$ cat src/drbr_pkg.sv
package drbr_pkg;

	// payload widths fixed by the field definitions
	localparam int KIND_W   = 3;
	localparam int SIZE_W   = 16;
	localparam int SLOT_W   = 4;
	localparam int ACT_W    = 3;
	localparam int STAT_W   = 2;
	localparam int CD_W     = 4;
	localparam int CFG_IDX_W = 4;
	localparam int CFG_DAT_W = 16;

	// item kinds
	localparam logic [KIND_W-1:0] KIND_WRITE     = 3'd0;
	localparam logic [KIND_W-1:0] KIND_TICK      = 3'd1;
	localparam logic [KIND_W-1:0] KIND_LOST      = 3'd2;
	localparam logic [KIND_W-1:0] KIND_RECREATED = 3'd3;
	localparam logic [KIND_W-1:0] KIND_DESTROY   = 3'd4;

	// native buffer actions
	localparam logic [ACT_W-1:0] ACT_NONE     = 3'd0;
	localparam logic [ACT_W-1:0] ACT_CREATE   = 3'd1;
	localparam logic [ACT_W-1:0] ACT_UPDATE   = 3'd2;
	localparam logic [ACT_W-1:0] ACT_RECREATE = 3'd3;
	localparam logic [ACT_W-1:0] ACT_RELEASE  = 3'd4;

	// result status codes
	localparam logic [STAT_W-1:0] ST_OK        = 2'd0;
	localparam logic [STAT_W-1:0] ST_DESTROYED = 2'd1;
	localparam logic [STAT_W-1:0] ST_OVER      = 2'd2;
	localparam logic [STAT_W-1:0] ST_NOFREE    = 2'd3;

	// configuration register indexes and reset values
	localparam logic [CFG_IDX_W-1:0] REG_CAPACITY = 4'd0;
	localparam logic [CFG_IDX_W-1:0] REG_IN_PLACE = 4'd1;
	localparam logic [SIZE_W-1:0]    CAPACITY_RESET = 16'hFFFF;
	localparam logic                 IN_PLACE_RESET = 1'b1;

	typedef struct packed {
		logic [SIZE_W-1:0] capacity;
		logic              in_place;
	} cfg_t;

	typedef struct packed {
		logic [SLOT_W-1:0] slot_index;
		logic [ACT_W-1:0]  native_action;
		logic [STAT_W-1:0] status;
	} res_t;

	// native action needed to fill a slot
	function automatic logic [ACT_W-1:0] fill_action(input logic allocated, input logic in_place);
		logic [ACT_W-1:0] act;
		if (!allocated) begin
			act = ACT_CREATE;
		end else if (in_place) begin
			act = ACT_UPDATE;
		end else begin
			act = ACT_RECREATE;
		end
		return act;
	endfunction

endpackage

$ cat src/drbr_if.sv
// command channel
interface drbr_req_if;
	logic                        valid;
	logic                        ready;
	logic [drbr_pkg::KIND_W-1:0] kind;
	logic [drbr_pkg::SIZE_W-1:0] data_size;

	modport source (output valid, output kind, output data_size, input ready);
	modport sink (input valid, input kind, input data_size, output ready);
endinterface

// result channel
interface drbr_rsp_if;
	logic                        valid;
	logic                        ready;
	logic [drbr_pkg::SLOT_W-1:0] slot_index;
	logic [drbr_pkg::ACT_W-1:0]  native_action;
	logic [drbr_pkg::STAT_W-1:0] status;

	modport source (output valid, output slot_index, output native_action, output status,
		input ready);
	modport sink (input valid, input slot_index, input native_action, input status,
		output ready);
endinterface

// configuration write channel
interface drbr_cfg_if;
	logic                           valid;
	logic                           ready;
	logic [drbr_pkg::CFG_IDX_W-1:0] index;
	logic [drbr_pkg::CFG_DAT_W-1:0] data;

	modport source (output valid, output index, output data, input ready);
	modport sink (input valid, input index, input data, output ready);
endinterface

$ cat src/drbr_core.sv
module drbr_core #(
	parameter int SLOT_COUNT = 4
) (
	input  logic           clk,
	input  logic           arst_n,
	drbr_req_if.sink       req,
	input  drbr_pkg::cfg_t cfg,
	output logic           res_valid,
	input  logic           res_ready,
	output drbr_pkg::res_t res
);

	localparam int IDX_W = (SLOT_COUNT > 1) ? $clog2(SLOT_COUNT) : 1;
	localparam logic [IDX_W-1:0] LAST_SLOT = IDX_W'(SLOT_COUNT - 1);
	localparam logic [drbr_pkg::CD_W-1:0] HOLD_TICKS = drbr_pkg::CD_W'(SLOT_COUNT - 1);

	typedef enum logic [3:0] {
		S_IDLE = 4'b0001,
		S_SCAN = 4'b0010,
		S_TICK = 4'b0100,
		S_RES  = 4'b1000
	} state_t;

	state_t                        state_q;
	logic [IDX_W-1:0]              cnt_q;
	logic [SLOT_COUNT-1:0]         busy_q;
	logic [SLOT_COUNT-1:0]         deferred_q;
	logic [SLOT_COUNT-1:0]         alloc_q;
	logic [drbr_pkg::CD_W-1:0]     cd_q [SLOT_COUNT];
	logic [IDX_W-1:0]              active_q;
	logic                          swap_ok_q;
	logic                          torn_q;
	logic [drbr_pkg::ACT_W-1:0]    act_q;
	logic [drbr_pkg::STAT_W-1:0]   st_q;

	logic [IDX_W-1:0]              fill_idx;
	logic [drbr_pkg::ACT_W-1:0]    fill_act;

	// shared fill unit: the active slot on an in-place write, the scanned slot otherwise
	assign fill_idx = (state_q == S_SCAN) ? cnt_q : active_q;
	assign fill_act = drbr_pkg::fill_action(alloc_q[fill_idx], cfg.in_place);

	assign req.ready = (state_q == S_IDLE);
	assign res_valid = (state_q == S_RES);
	assign res.slot_index    = drbr_pkg::SLOT_W'(active_q);
	assign res.native_action = act_q;
	assign res.status        = st_q;

	// command sequencer and slot state
	always_ff @(posedge clk or negedge arst_n) begin
		if (!arst_n) begin
			state_q    <= S_IDLE;
			cnt_q      <= '0;
			busy_q     <= SLOT_COUNT'(1);
			deferred_q <= '0;
			alloc_q    <= SLOT_COUNT'(1);
			for (int i = 0; i < SLOT_COUNT; i++) begin
				cd_q[i] <= '0;
			end
			active_q   <= '0;
			swap_ok_q  <= 1'b1;
			torn_q     <= 1'b0;
			act_q      <= drbr_pkg::ACT_NONE;
			st_q       <= drbr_pkg::ST_OK;
		end else begin
			case (state_q)
				S_IDLE: begin
					if (req.valid) begin
						act_q   <= drbr_pkg::ACT_NONE;
						st_q    <= drbr_pkg::ST_OK;
						cnt_q   <= '0;
						state_q <= S_RES;
						case (req.kind)
							drbr_pkg::KIND_WRITE: begin
								if (torn_q) begin
									st_q <= drbr_pkg::ST_DESTROYED;
								end else if (req.data_size > cfg.capacity) begin
									st_q <= drbr_pkg::ST_OVER;
								end else if (!swap_ok_q) begin
									// swapchain lost: write the active slot in place
									act_q             <= fill_act;
									alloc_q[active_q] <= 1'b1;
								end else begin
									state_q <= S_SCAN;
								end
							end
							drbr_pkg::KIND_TICK: begin
								state_q <= S_TICK;
							end
							drbr_pkg::KIND_LOST: begin
								swap_ok_q <= 1'b0;
							end
							drbr_pkg::KIND_RECREATED: begin
								swap_ok_q <= 1'b1;
							end
							drbr_pkg::KIND_DESTROY: begin
								if (torn_q) begin
									st_q <= drbr_pkg::ST_DESTROYED;
								end else begin
									busy_q     <= '0;
									deferred_q <= '0;
									alloc_q    <= '0;
									for (int i = 0; i < SLOT_COUNT; i++) begin
										cd_q[i] <= '0;
									end
									active_q <= '0;
									torn_q   <= 1'b1;
									act_q    <= drbr_pkg::ACT_RELEASE;
								end
							end
							default: begin
							end
						endcase
					end
				end
				S_SCAN: begin
					// one slot a cycle, lowest free slot wins
					if (!busy_q[cnt_q]) begin
						act_q                <= fill_act;
						alloc_q[cnt_q]       <= 1'b1;
						deferred_q[active_q] <= 1'b1;
						cd_q[active_q]       <= HOLD_TICKS;
						busy_q[cnt_q]        <= 1'b1;
						active_q             <= cnt_q;
						state_q              <= S_RES;
					end else if (cnt_q == LAST_SLOT) begin
						st_q    <= drbr_pkg::ST_NOFREE;
						state_q <= S_RES;
					end else begin
						cnt_q <= cnt_q + 1'b1;
					end
				end
				S_TICK: begin
					// count one deferred slot down per cycle, free it at the end
					if (deferred_q[cnt_q]) begin
						if (cd_q[cnt_q] <= drbr_pkg::CD_W'(1)) begin
							busy_q[cnt_q]     <= 1'b0;
							deferred_q[cnt_q] <= 1'b0;
							cd_q[cnt_q]       <= '0;
						end else begin
							cd_q[cnt_q] <= cd_q[cnt_q] - 1'b1;
						end
					end
					if (cnt_q == LAST_SLOT) begin
						state_q <= S_RES;
					end else begin
						cnt_q <= cnt_q + 1'b1;
					end
				end
				S_RES: begin
					if (res_ready) begin
						state_q <= S_IDLE;
					end
				end
				default: begin
					state_q <= S_IDLE;
				end
			endcase
		end
	end

`ifndef NO_ASSERTIONS
	// an accepted item drops ready in the cycle after it is taken
	a_busy_after_transfer: assert property (@(posedge clk) disable iff (!arst_n)
		req.valid && req.ready |=> !req.ready)
		else $error("command accepted while previous one still in progress");

	// until teardown the active slot is held and never waits for release
	a_active_held: assert property (@(posedge clk) disable iff (!arst_n)
		!torn_q |-> busy_q[active_q] && !deferred_q[active_q])
		else $error("active slot not busy or deferred");

	// teardown is permanent
	a_torn_sticky: assert property (@(posedge clk) disable iff (!arst_n)
		!$fell(torn_q))
		else $error("teardown flag cleared");

	// a tick pass ends after the last slot
	a_tick_ends: assert property (@(posedge clk) disable iff (!arst_n)
		state_q == S_TICK && cnt_q == LAST_SLOT |=> state_q == S_RES)
		else $error("tick pass overran the last slot");
`endif

endmodule

$ cat src/deferred_reuse_buffer_rotator.sv
// Deferred-reuse buffer rotator: a ring of SLOT_COUNT buffer slots for frames in flight.
// Channels: req carries a command (kind, data_size), rsp returns one result per command
// (slot_index, native_action, status), cfg writes capacity (index 0) or the in-place
// update enable (index 1). All transfer on valid and ready high at a rising edge of clk.
// cfg is always ready; the user must write it only while no command is outstanding,
// which the block does not enforce. Commands are handled one at a time by a sequencer
// that walks the slots with a single shared compare/decrement unit, one slot per cycle:
//   swapchain events, destroy, rejected writes and in-place writes: no slot walk
//   data write with swapchain valid: a scan from slot 0 up to the lowest free slot
//     (over all SLOT_COUNT slots when no slot is free)
//   frame tick: a walk over all SLOT_COUNT slots
// The result goes into the rsp output register once the sequencer finishes and rsp has room.
// A result waiting in rsp does not block the next command; if rsp stalls, that next
// command's result is held in the sequencer and req.ready stays low until rsp frees.
// Reset (arst_n low, asynchronous) makes slot 0 busy, allocated and active, marks the
// swapchain valid, clears teardown and restores capacity 65535 and in-place updates on.
module deferred_reuse_buffer_rotator #(
	parameter int SLOT_COUNT = 4
) (
	input logic      clk,
	input logic      arst_n,
	drbr_req_if.sink req,
	drbr_rsp_if.source rsp,
	drbr_cfg_if.sink cfg
);

	drbr_pkg::cfg_t cfg_q;
	drbr_pkg::res_t res;
	drbr_pkg::res_t rsp_q;
	logic           rsp_valid_q;
	logic           res_valid;
	logic           res_ready;

	// configuration registers
	assign cfg.ready = 1'b1;

	always_ff @(posedge clk or negedge arst_n) begin
		if (!arst_n) begin
			cfg_q.capacity <= drbr_pkg::CAPACITY_RESET;
			cfg_q.in_place <= drbr_pkg::IN_PLACE_RESET;
		end else if (cfg.valid) begin
			case (cfg.index)
				drbr_pkg::REG_CAPACITY: cfg_q.capacity <= cfg.data;
				drbr_pkg::REG_IN_PLACE: cfg_q.in_place <= cfg.data[0];
				default: begin
				end
			endcase
		end
	end

	drbr_core #(
		.SLOT_COUNT (SLOT_COUNT)
	) u_core (
		.clk       (clk),
		.arst_n    (arst_n),
		.req       (req),
		.cfg       (cfg_q),
		.res_valid (res_valid),
		.res_ready (res_ready),
		.res       (res)
	);

	// output register, refilled in the cycle it is taken
	assign res_ready = !rsp_valid_q || rsp.ready;

	always_ff @(posedge clk or negedge arst_n) begin
		if (!arst_n) begin
			rsp_valid_q <= 1'b0;
		end else if (res_ready) begin
			rsp_valid_q <= res_valid;
		end
	end

	always_ff @(posedge clk) begin
		if (res_ready && res_valid) begin
			rsp_q <= res;
		end
	end

	assign rsp.valid         = rsp_valid_q;
	assign rsp.slot_index    = rsp_q.slot_index;
	assign rsp.native_action = rsp_q.native_action;
	assign rsp.status        = rsp_q.status;

endmodule

$ cat src/flat_wrapper.sv
// flat-port wrapper written by rule: the top's interface ports become plain ports
module deferred_reuse_buffer_rotator_flat 
#(
	parameter int SLOT_COUNT = 4
)
  (clk, arst_n, req_valid, req_kind, req_data_size, req_ready, rsp_valid, rsp_slot_index, rsp_native_action, rsp_status, rsp_ready, cfg_valid, cfg_index, cfg_data, cfg_ready);
  drbr_req_if req_i ();
  drbr_rsp_if rsp_i ();
  drbr_cfg_if cfg_i ();
  input logic clk;
  input logic arst_n;
  input wire logic [$bits(req_i.valid)-1:0] req_valid;
  input wire logic [$bits(req_i.kind)-1:0] req_kind;
  input wire logic [$bits(req_i.data_size)-1:0] req_data_size;
  output wire logic [$bits(req_i.ready)-1:0] req_ready;
  output wire logic [$bits(rsp_i.valid)-1:0] rsp_valid;
  output wire logic [$bits(rsp_i.slot_index)-1:0] rsp_slot_index;
  output wire logic [$bits(rsp_i.native_action)-1:0] rsp_native_action;
  output wire logic [$bits(rsp_i.status)-1:0] rsp_status;
  input wire logic [$bits(rsp_i.ready)-1:0] rsp_ready;
  input wire logic [$bits(cfg_i.valid)-1:0] cfg_valid;
  input wire logic [$bits(cfg_i.index)-1:0] cfg_index;
  input wire logic [$bits(cfg_i.data)-1:0] cfg_data;
  output wire logic [$bits(cfg_i.ready)-1:0] cfg_ready;
  assign req_i.valid = req_valid;
  assign req_i.kind = req_kind;
  assign req_i.data_size = req_data_size;
  assign req_ready = req_i.ready;
  assign rsp_valid = rsp_i.valid;
  assign rsp_slot_index = rsp_i.slot_index;
  assign rsp_native_action = rsp_i.native_action;
  assign rsp_status = rsp_i.status;
  assign rsp_i.ready = rsp_ready;
  assign cfg_i.valid = cfg_valid;
  assign cfg_i.index = cfg_index;
  assign cfg_i.data = cfg_data;
  assign cfg_ready = cfg_i.ready;
  deferred_reuse_buffer_rotator #(.SLOT_COUNT(SLOT_COUNT)) u_core (.clk(clk), .arst_n(arst_n), .req(req_i), .rsp(rsp_i), .cfg(cfg_i));
endmodule
$ cat config.mk
export PLATFORM = sky130hd
export DESIGN_NAME = deferred_reuse_buffer_rotator_flat
export DESIGN_NICKNAME = d
export VERILOG_FILES = /design/src/drbr_pkg.sv /design/src/drbr_if.sv /design/src/drbr_core.sv /design/src/deferred_reuse_buffer_rotator.sv /design/src/flat_wrapper.sv
export SDC_FILE = /design/constraint.sdc
export NUM_CORES = 1
export LEC_CHECK = 0
export BUFFER_PORTS_ARGS = -buffer_cell sky130_fd_sc_hd__buf_2
export CAP_MARGIN = 10
export CELL_PAD_IN_SITES_DETAIL_PLACEMENT = 1
export CELL_PAD_IN_SITES_GLOBAL_PLACEMENT = 1
export CORE_ASPECT_RATIO = 1.1
export CORE_UTILIZATION = 30
export DETAILED_ROUTE_END_ITERATION = 10
export HOLD_SLACK_MARGIN = 0.12
export PLACE_DENSITY = 0.6
export RECOVER_POWER = 25
export SYNTH_ARGS = -nofsm -noshare
export SYNTH_HDL_FRONTEND = slang
export SYNTH_HIERARCHICAL = 1
export SYNTH_SLANG_ARGS = --single-unit
$ cat constraint.sdc
create_clock -name clk -period 3.13 [get_ports clk]
set_input_delay 0.1565 -clock clk [delete_from_list [all_inputs] [get_ports clk]]
set_output_delay 0.1565 -clock clk [all_outputs]
set_load 0.05 [all_outputs]
Word level (Yosys, flattened, before mapping)
Cells that the tools add are included.

storage, ports and cells
  register bits after elaboration = 68
  output and inout port bits = 12
  input port bits = 44
  word-level logic and storage cells = 176

operators by class
  order comparisons = 11
  reductions and logical operators = 24
  muxes and demuxes = 81
  bitwise gates (word level) = 14
  add/sub/neg operators = 2
  equality and inequality tests = 24

operator list
  kind                                                                          number
  4-bit two-way mux                                                             25
  16-bit two-way mux                                                            6
  16-bit one-hot mux with 3 select lines                                        1
  2-bit two-way mux                                                             13
  4-bit one-hot mux with 2 select lines                                         3
  4-bit one-hot mux with 3 select lines                                         2
  3-bit two-way mux                                                             7
  16-bit AND                                                                    1
  16-bit bitwise mux                                                            1
  4-bit demux with 2-bit select                                                 2
  16-bit greater-than comparator                                                1
  16-bit inverter                                                               1
  4-bit bitwise OR                                                              4
  4-bit one-hot mux with 4 select lines                                         1
  2-bit != test, second input constant                                          6
  3-bit != test, second input constant                                          4
  2-bit one-hot mux with 2 select lines                                         3
  3-bit one-hot mux with 2 select lines                                         2
  3-bit AND reduction                                                           4
  2-bit by 3-bit less-than comparator with 1-bit output, second input constant  3
  4-bit AND                                                                     2
  8-bit AND                                                                     1
  4-bit binary-select mux with 2-bit select                                     1
  4-bit by 1-bit == test with 1-bit output, second input constant               2
  37 further kinds                                                              60

Depth between registers and ports, before layout
  word-level depth = 11
  gate-level depth with buffers = 11
  gate-level depth less buffers = 9

By module
The synthesis kept the hierarchy.

modules (own cells, without submodules)
  module                         area an instance (um^2)  seq. area each (um^2)  times used  cells each
  drbr_core                      2986.6                   1081.0                 1           322
  deferred_reuse_buffer_rotator  1019.7                   742.0                  1           53

Worst setup path after synthesis
OpenSTA, ideal clock, no wires.

  path kind = reg-to-reg
  from = register u_core.u_core.state_q[0]
  to = register u_core.u_core.alloc_q[3]
  slack = 0.724 ns
  required time = 3.009 ns
  arrival time = 2.285 ns
  buffers on the path = 1
  period minus slack after synthesis = 2.406 ns
  library setup time = 0.121 ns
  cell stages (with the launch flop) = 8
  path through = dfstp_2 -> nor4b_4 -> and2_1 -> buf_2 -> nand3_1 -> nand3b_4 -> a31oi_4 -> a22o_1

on the way
  longest elaborated chain between the ends = 3
  elaborated cells between the ends (all ways) = 12
  classes of those cells = eq/ne (9); mux (1); reduce/logical (2)

ends and longest elaborated chain
  what                                                                                     RTL line            source
  start, declared                                                                          drbr_core.sv:24     state_t state_q;
  start signal, assigned                                                                   drbr_core.sv:52     state_q <= S_IDLE;
  start signal, assigned                                                                   drbr_core.sv:72     state_q <= S_RES;
  start signal, assigned                                                                   drbr_core.sv:84     state_q <= S_SCAN;
  4-bit by 1-bit == test with 1-bit output *                                               -
  named net req_ready                                                                      flat_wrapper.sv:15  output wire logic [$bits(req_i.ready)-1:0] req_ready;
  3-bit by 1-bit != test with 1-bit output (no source line), or another cell as far along  -
  8-bit AND reduction (no source line)                                                     -
  end signal, assigned                                                                     drbr_core.sv:56     alloc_q <= SLOT_COUNT'(1);
  end signal, assigned by index                                                            drbr_core.sv:82     alloc_q[active_q] <= 1'b1;
  end signal, assigned                                                                     drbr_core.sv:102    alloc_q <= '0;
  end, declared                                                                            drbr_core.sv:28     logic [SLOT_COUNT-1:0] alloc_q;

Mark *: on every way through the listed nets, which the timed path passes. The rest lies on a longest branch.
A chain may end at the register's enable or synchronous reset.

Worst setup path in the final report
  from = register u_core.u_core.cnt_q[1]
  to = register u_core/u_core/cd_q[14] (netlist name)

on the way
  longest elaborated chain between the ends = 10
  elaborated cells between the ends (all ways) = 24
  classes of those cells = add/sub (1); order compare (3); eq/ne (2); mux (13); bitwise (3); reduce/logical (2)

ends and longest elaborated chain
  what                                                                                  RTL line          source
  start, declared                                                                       drbr_core.sv:25   logic [IDX_W-1:0] cnt_q;
  start signal, assigned                                                                drbr_core.sv:130  cnt_q <= cnt_q + 1'b1;
  start signal, assigned                                                                drbr_core.sv:147  cnt_q <= cnt_q + 1'b1;
  branches (longest 10 deep; another with 4-bit by 1-bit subtractor with 4-bit output)  -
  end signal, assigned by index                                                         drbr_core.sv:141  cd_q[cnt_q] <= cd_q[cnt_q] - 1'b1;
  end, declared                                                                         drbr_core.sv:29   logic [drbr_pkg::CD_W-1:0] cd_q [SLOT_COUNT];

Several ways; the timed one is not identified. The select of a mux whose other input is x is not followed.

==> impl_metrics.csv <==
group,metric,value,unit
detailed_routing,route.detailed.vias_per_inst,5.06,
clock_tree,clk_transition_reported_paths,60,ps
layout,fillCellCount,1474,
layout,drive_gt1_frac,0.293,
worst_setup_path,critical_path.n_buffers_inverters,1,
synthesis,synth_fa_ha_area_frac,0.0687,
timing,grt_setup_unrepaired,"no",
layout,area.growth.synth_to_final,23.2,%
timing,slew_viol_final,0,
global_routing,number_of_global_route_vias_before_repair,3323,
synthesis,combinational_family_with_the_most_area_after_synthesis,"simple AND/OR/NAND/NOR gates",
timing,fin_tns_setup,0,ps
floorplanning,die_h,123,um
worst_setup_path,register_to_register_setup_slack,560,ps
detailed_routing,drt.antenna.violating_nets,0,
global_routing,grt_util_all_layers,0.162,
synthesis,synth_area_per_cell,10.7,um^2
floorplanning,pin_count,56,
detailed_routing,drt_wl_total,10100,um
synthesis,synth.yosys.warnings,6,
worst_setup_path,critPathMostFrequentCell,"mux2i_1",
placement,gp_routability_congestion,0.834,
layout,leading_cell_type_in_the_layout_fill_and_taps_excluded,"buf_2",
clock_tree,cts-buffers-inserted,9,
layout,finish.net_count,521,
power,power.static_leakage,2.10,nW
global_routing,antenna_found_initial,0,
placement,detailed_place_hpwl,7660,um
power,post-layout-total-power,2.69,mW
power,power_density,545,mW/mm^2
worst_setup_path,critical_path_arrival,2830,ps
worst_setup_path,endpoint_required_time_on_the_critical_path,3390,ps
layout,most-common-layout-cells,"49 x buf_2, 40 x dfrtp_1, 29 x nor2_1",
clock_tree,cts_resized,0,
outcome,violations_in_the_final_reports,"DRC",
synthesis,yosys.area_share.simple,0.167,
worst_setup_path,critical_path_launch_point_type,"flop",
synthesis,synth-edff-count,9,
layout,antenna_cells,0,
power,peak_supply_drop,0.224,mV
detailed_routing,routedWlPerCell,16.3,um
timing,timing.slew.headroom,0.0170,
detailed_routing,drc,2,
floorplanning,core-area,0.0128,mm^2
detailed_routing,drt_iter0_markers,130,
layout,layout.cells.non_filler,617,
floorplanning,chipWidth,112,um
worst_hold_path,min_delay_worst_type,"input pin to flop",
worst_setup_path,critical_path.slowest_cell,"dfrtp_1",
clock_tree,tritoncts_num_sinks,70,
timing,fmax,389,MHz
synthesis,synth_xor_area_frac,0.00437,
clock_tree,cts.htree.levels,3,
worst_setup_path,crit_chain,"mux2i_1 -> mux2i_1 -> inv_1 -> ha_1 -> nor2_1 -> o31a_1 -> nand3_1 -> o21ai_0",
timing,min_period_over_period,0.822,
synthesis,async_reset_ff_frac,0.871,
synthesis,synth_sequential_area_ratio,0.455,
global_routing,grt_first_pass_wirelength,16800,um
global_routing,grt_start_max_net_pins,28,
clock_tree,ctsRootBufferMaster,"clkbuf_16",
synthesis,synth.area.mux_share,0.108,
detailed_routing,drt_first_pass_iters,7,
timing,clock-skew-final,6.05,ps
clock_tree,clockBufferDepth,2,
worst_setup_path,critical-path-max-stage-delay,730,ps
synthesis,synth.cell_area,0.00401,mm^2
synthesis,syn-instance-count,375,
global_routing,grt-ovfl-total,0,
clock_tree,worstSkewPairLatency,340,ps
worst_setup_path,timing.setup.critical_path_class,"flop to flop",
timing,timing.final.hold_violations,0,
worst_setup_path,worst_setup_path_end_kind,"flop",
floorplanning,rows,43,
floorplanning,dieArea,0.0138,mm^2
timing,timing.final.crit_period,2570,ps
job,max-cap-violations,0,
timing,worst_slew_pin_slew,1470,ps
timing,setup_slack,556,ps
placement,place_ws,575,ps
worst_setup_path,timing.critical_path.max_delay_family,"flip-flops",
synthesis,ys_seq_elements,70,
outcome,status,"complete, but fails checks",
timing,final-setup-viol-count,0,
placement,port_buffers,54,
synthesis,synth.distinct_cells,61,
placement,place_inst,579,
synthesis,yosys_most_used_dff,"dfrtp_1",
clock_tree,tritoncts,"yes",
worst_setup_path,worst-path-max-fanout,15,
layout,area_of_the_multi_input_gates,0.00198,mm^2
clock_tree,postcts_setup_bufs,0,
floorplanning,initial_core_util,0.313,
detailed_routing,via_count,3120,
layout,register_area,0.00182,mm^2
timing,fin_hold_ws,207,ps
synthesis,area_fraction_in_compound_gates_after_synthesis,0.145,
==> power breakdown <==
group / leakage [nW] / switching [mW] / internal [mW] / total (mW)
Sequential: 0.852 / 0.0655 / 1.08 / 1.14
Clock: 0.141 / 0.389 / 0.610 / 0.999
Combinational: 1.10 / 0.312 / 0.233 / 0.545
Total: 2.10 / 0.767 / 1.92 / 2.69
==> metrics by stage <==
stage,area (um^2),util
4_1_cts,4950,0.386
2_1_floorplan,4010,-
3_3_place_gp,4440,0.347
5_1_grt,4930,0.385
6_report,4930,0.385
3_5_place_dp,4440,0.347
==> registers in the layout, summed over array words and instances, names as in the netlist, 2 cells and up <==
signal	count
u_core/u_core/busy_q	4
u_core/rsp.slot_index	4
u_core/cfg_q	17
u_core/u_core/active_q	2
u_core/u_core/cnt_q	2
u_core/u_core/alloc_q	4
u_core/u_core/deferred_q	4
u_core/rsp.native_action	3
u_core/u_core/act_q	3
u_core/rsp.status	2
u_core/u_core/cd_q	16
u_core/u_core/state_q	4
u_core/u_core/st_q	2
==> cell families (layout without fill, tap and decap cells) <==
| group | after synthesis | count (layout) |
|---|---|---|
| muxes | 32 | 32 |
| and+or+nand+nor | 113 | 113 |
| other | 2 | 3 |
| AOI/OAI and AO/OA | 91 | 91 |
| adders and majority gates | 22 | 22 |
| xor gates and xnor gates | 2 | 2 |
| buffers and inverters | 43 | 127 |
| DFF | 70 | 70 |
==> worst register-to-register path: cells and delay by family (launching register included) <==
kind,cells,cell delay (ps)
DFF,1,730
AOI/OAI and AO/OA,2,590
muxes,2,420
and+or+nand+nor,2,370
adders and majority gates,1,230
buffers and inverters,1,140
==> cells in the mapped netlist, types with 3 or more instances <==
| library cell | count | area share |
|---|---|---|
| dfrtp_1 | 40 | 0.25 |
| nor2_1 | 29 | 0.027 |
| inv_1 | 27 | 0.025 |
| nand2_1 | 27 | 0.025 |
| a21oi_1 | 23 | 0.029 |
| ha_1 | 22 | 0.069 |
| dfstp_2 | 21 | 0.14 |
| o21ai_0 | 21 | 0.026 |
| mux2_2 | 20 | 0.056 |
| o21ai_1 | 11 | 0.014 |
| a22o_1 | 10 | 0.022 |
| edfxtp_1 | 9 | 0.067 |
| a31oi_1 | 8 | 0.012 |
| nor3_1 | 8 | 0.010 |
| and2_1 | 6 | 0.0094 |
| buf_4 | 5 | 0.0094 |
| clkbuf_1 | 5 | 0.0047 |
| mux2i_1 | 5 | 0.012 |
| mux4_2 | 5 | 0.028 |
| nand3b_1 | 5 | 0.0094 |
| nor2b_1 | 5 | 0.0078 |
| a211oi_1 | 4 | 0.0075 |
| nor4_1 | 4 | 0.0062 |
| buf_2 | 3 | 0.0037 |
| nand2b_1 | 3 | 0.0047 |
| nand3_1 | 3 | 0.0037 |
| nand4_1 | 3 | 0.0047 |
| or4b_1 | 3 | 0.0075 |
==> layer usage <==
metal,up-vias,GRT usage,share of wire
li1,1514,-,-
met2,67,0.276,0.49
met5,-,0,0
met1,1522,0.191,0.44
met4,0,0.0875,0.025
met3,17,0.0397,0.042
==> repair_timing <==
item | CTS | global route
endpoints found under the setup margin | 0 | 0
hold endpoints to repair | 36 | 0
hold buffers | 22 | 0
==> path summary, 6_finish.rpt <==
path	startpoint	endpoint	depth (start not counted)
worst max register to register	u_core/u_core/cnt_q[1]$_DFFE_PN0P_	u_core/u_core/cd_q[14]$_DFFE_PN0P_	8
worst min register to register	u_core/u_core/st_q[0]$_DFFE_PN0P_	u_core/rsp.status[0]$_DFFE_PP_	0
max in group asynchronous	arst_n	u_core/u_core/alloc_q[0]$_DFFE_PN1P_	3
worst min-delay path	cfg_index[3]	u_core/cfg_q[0]$_DFFE_PN1P_	3
min in group asynchronous	arst_n	u_core/u_core/cd_q[13]$_DFFE_PN0P_	2
worst max-delay path	u_core/u_core/cnt_q[1]$_DFFE_PN0P_	u_core/u_core/cd_q[14]$_DFFE_PN0P_	8
==> final cells by class <==
class                      instances  share of cell area
timing repair buffer              84               0.110
clock buffer                       9              0.0456
inverter                          27              0.0205
tap                              157              0.0398
clock inverter                     7              0.0132
sequential                        70               0.369
multi-input combinational        263               0.401
Power figures use the tool's default switching activity.
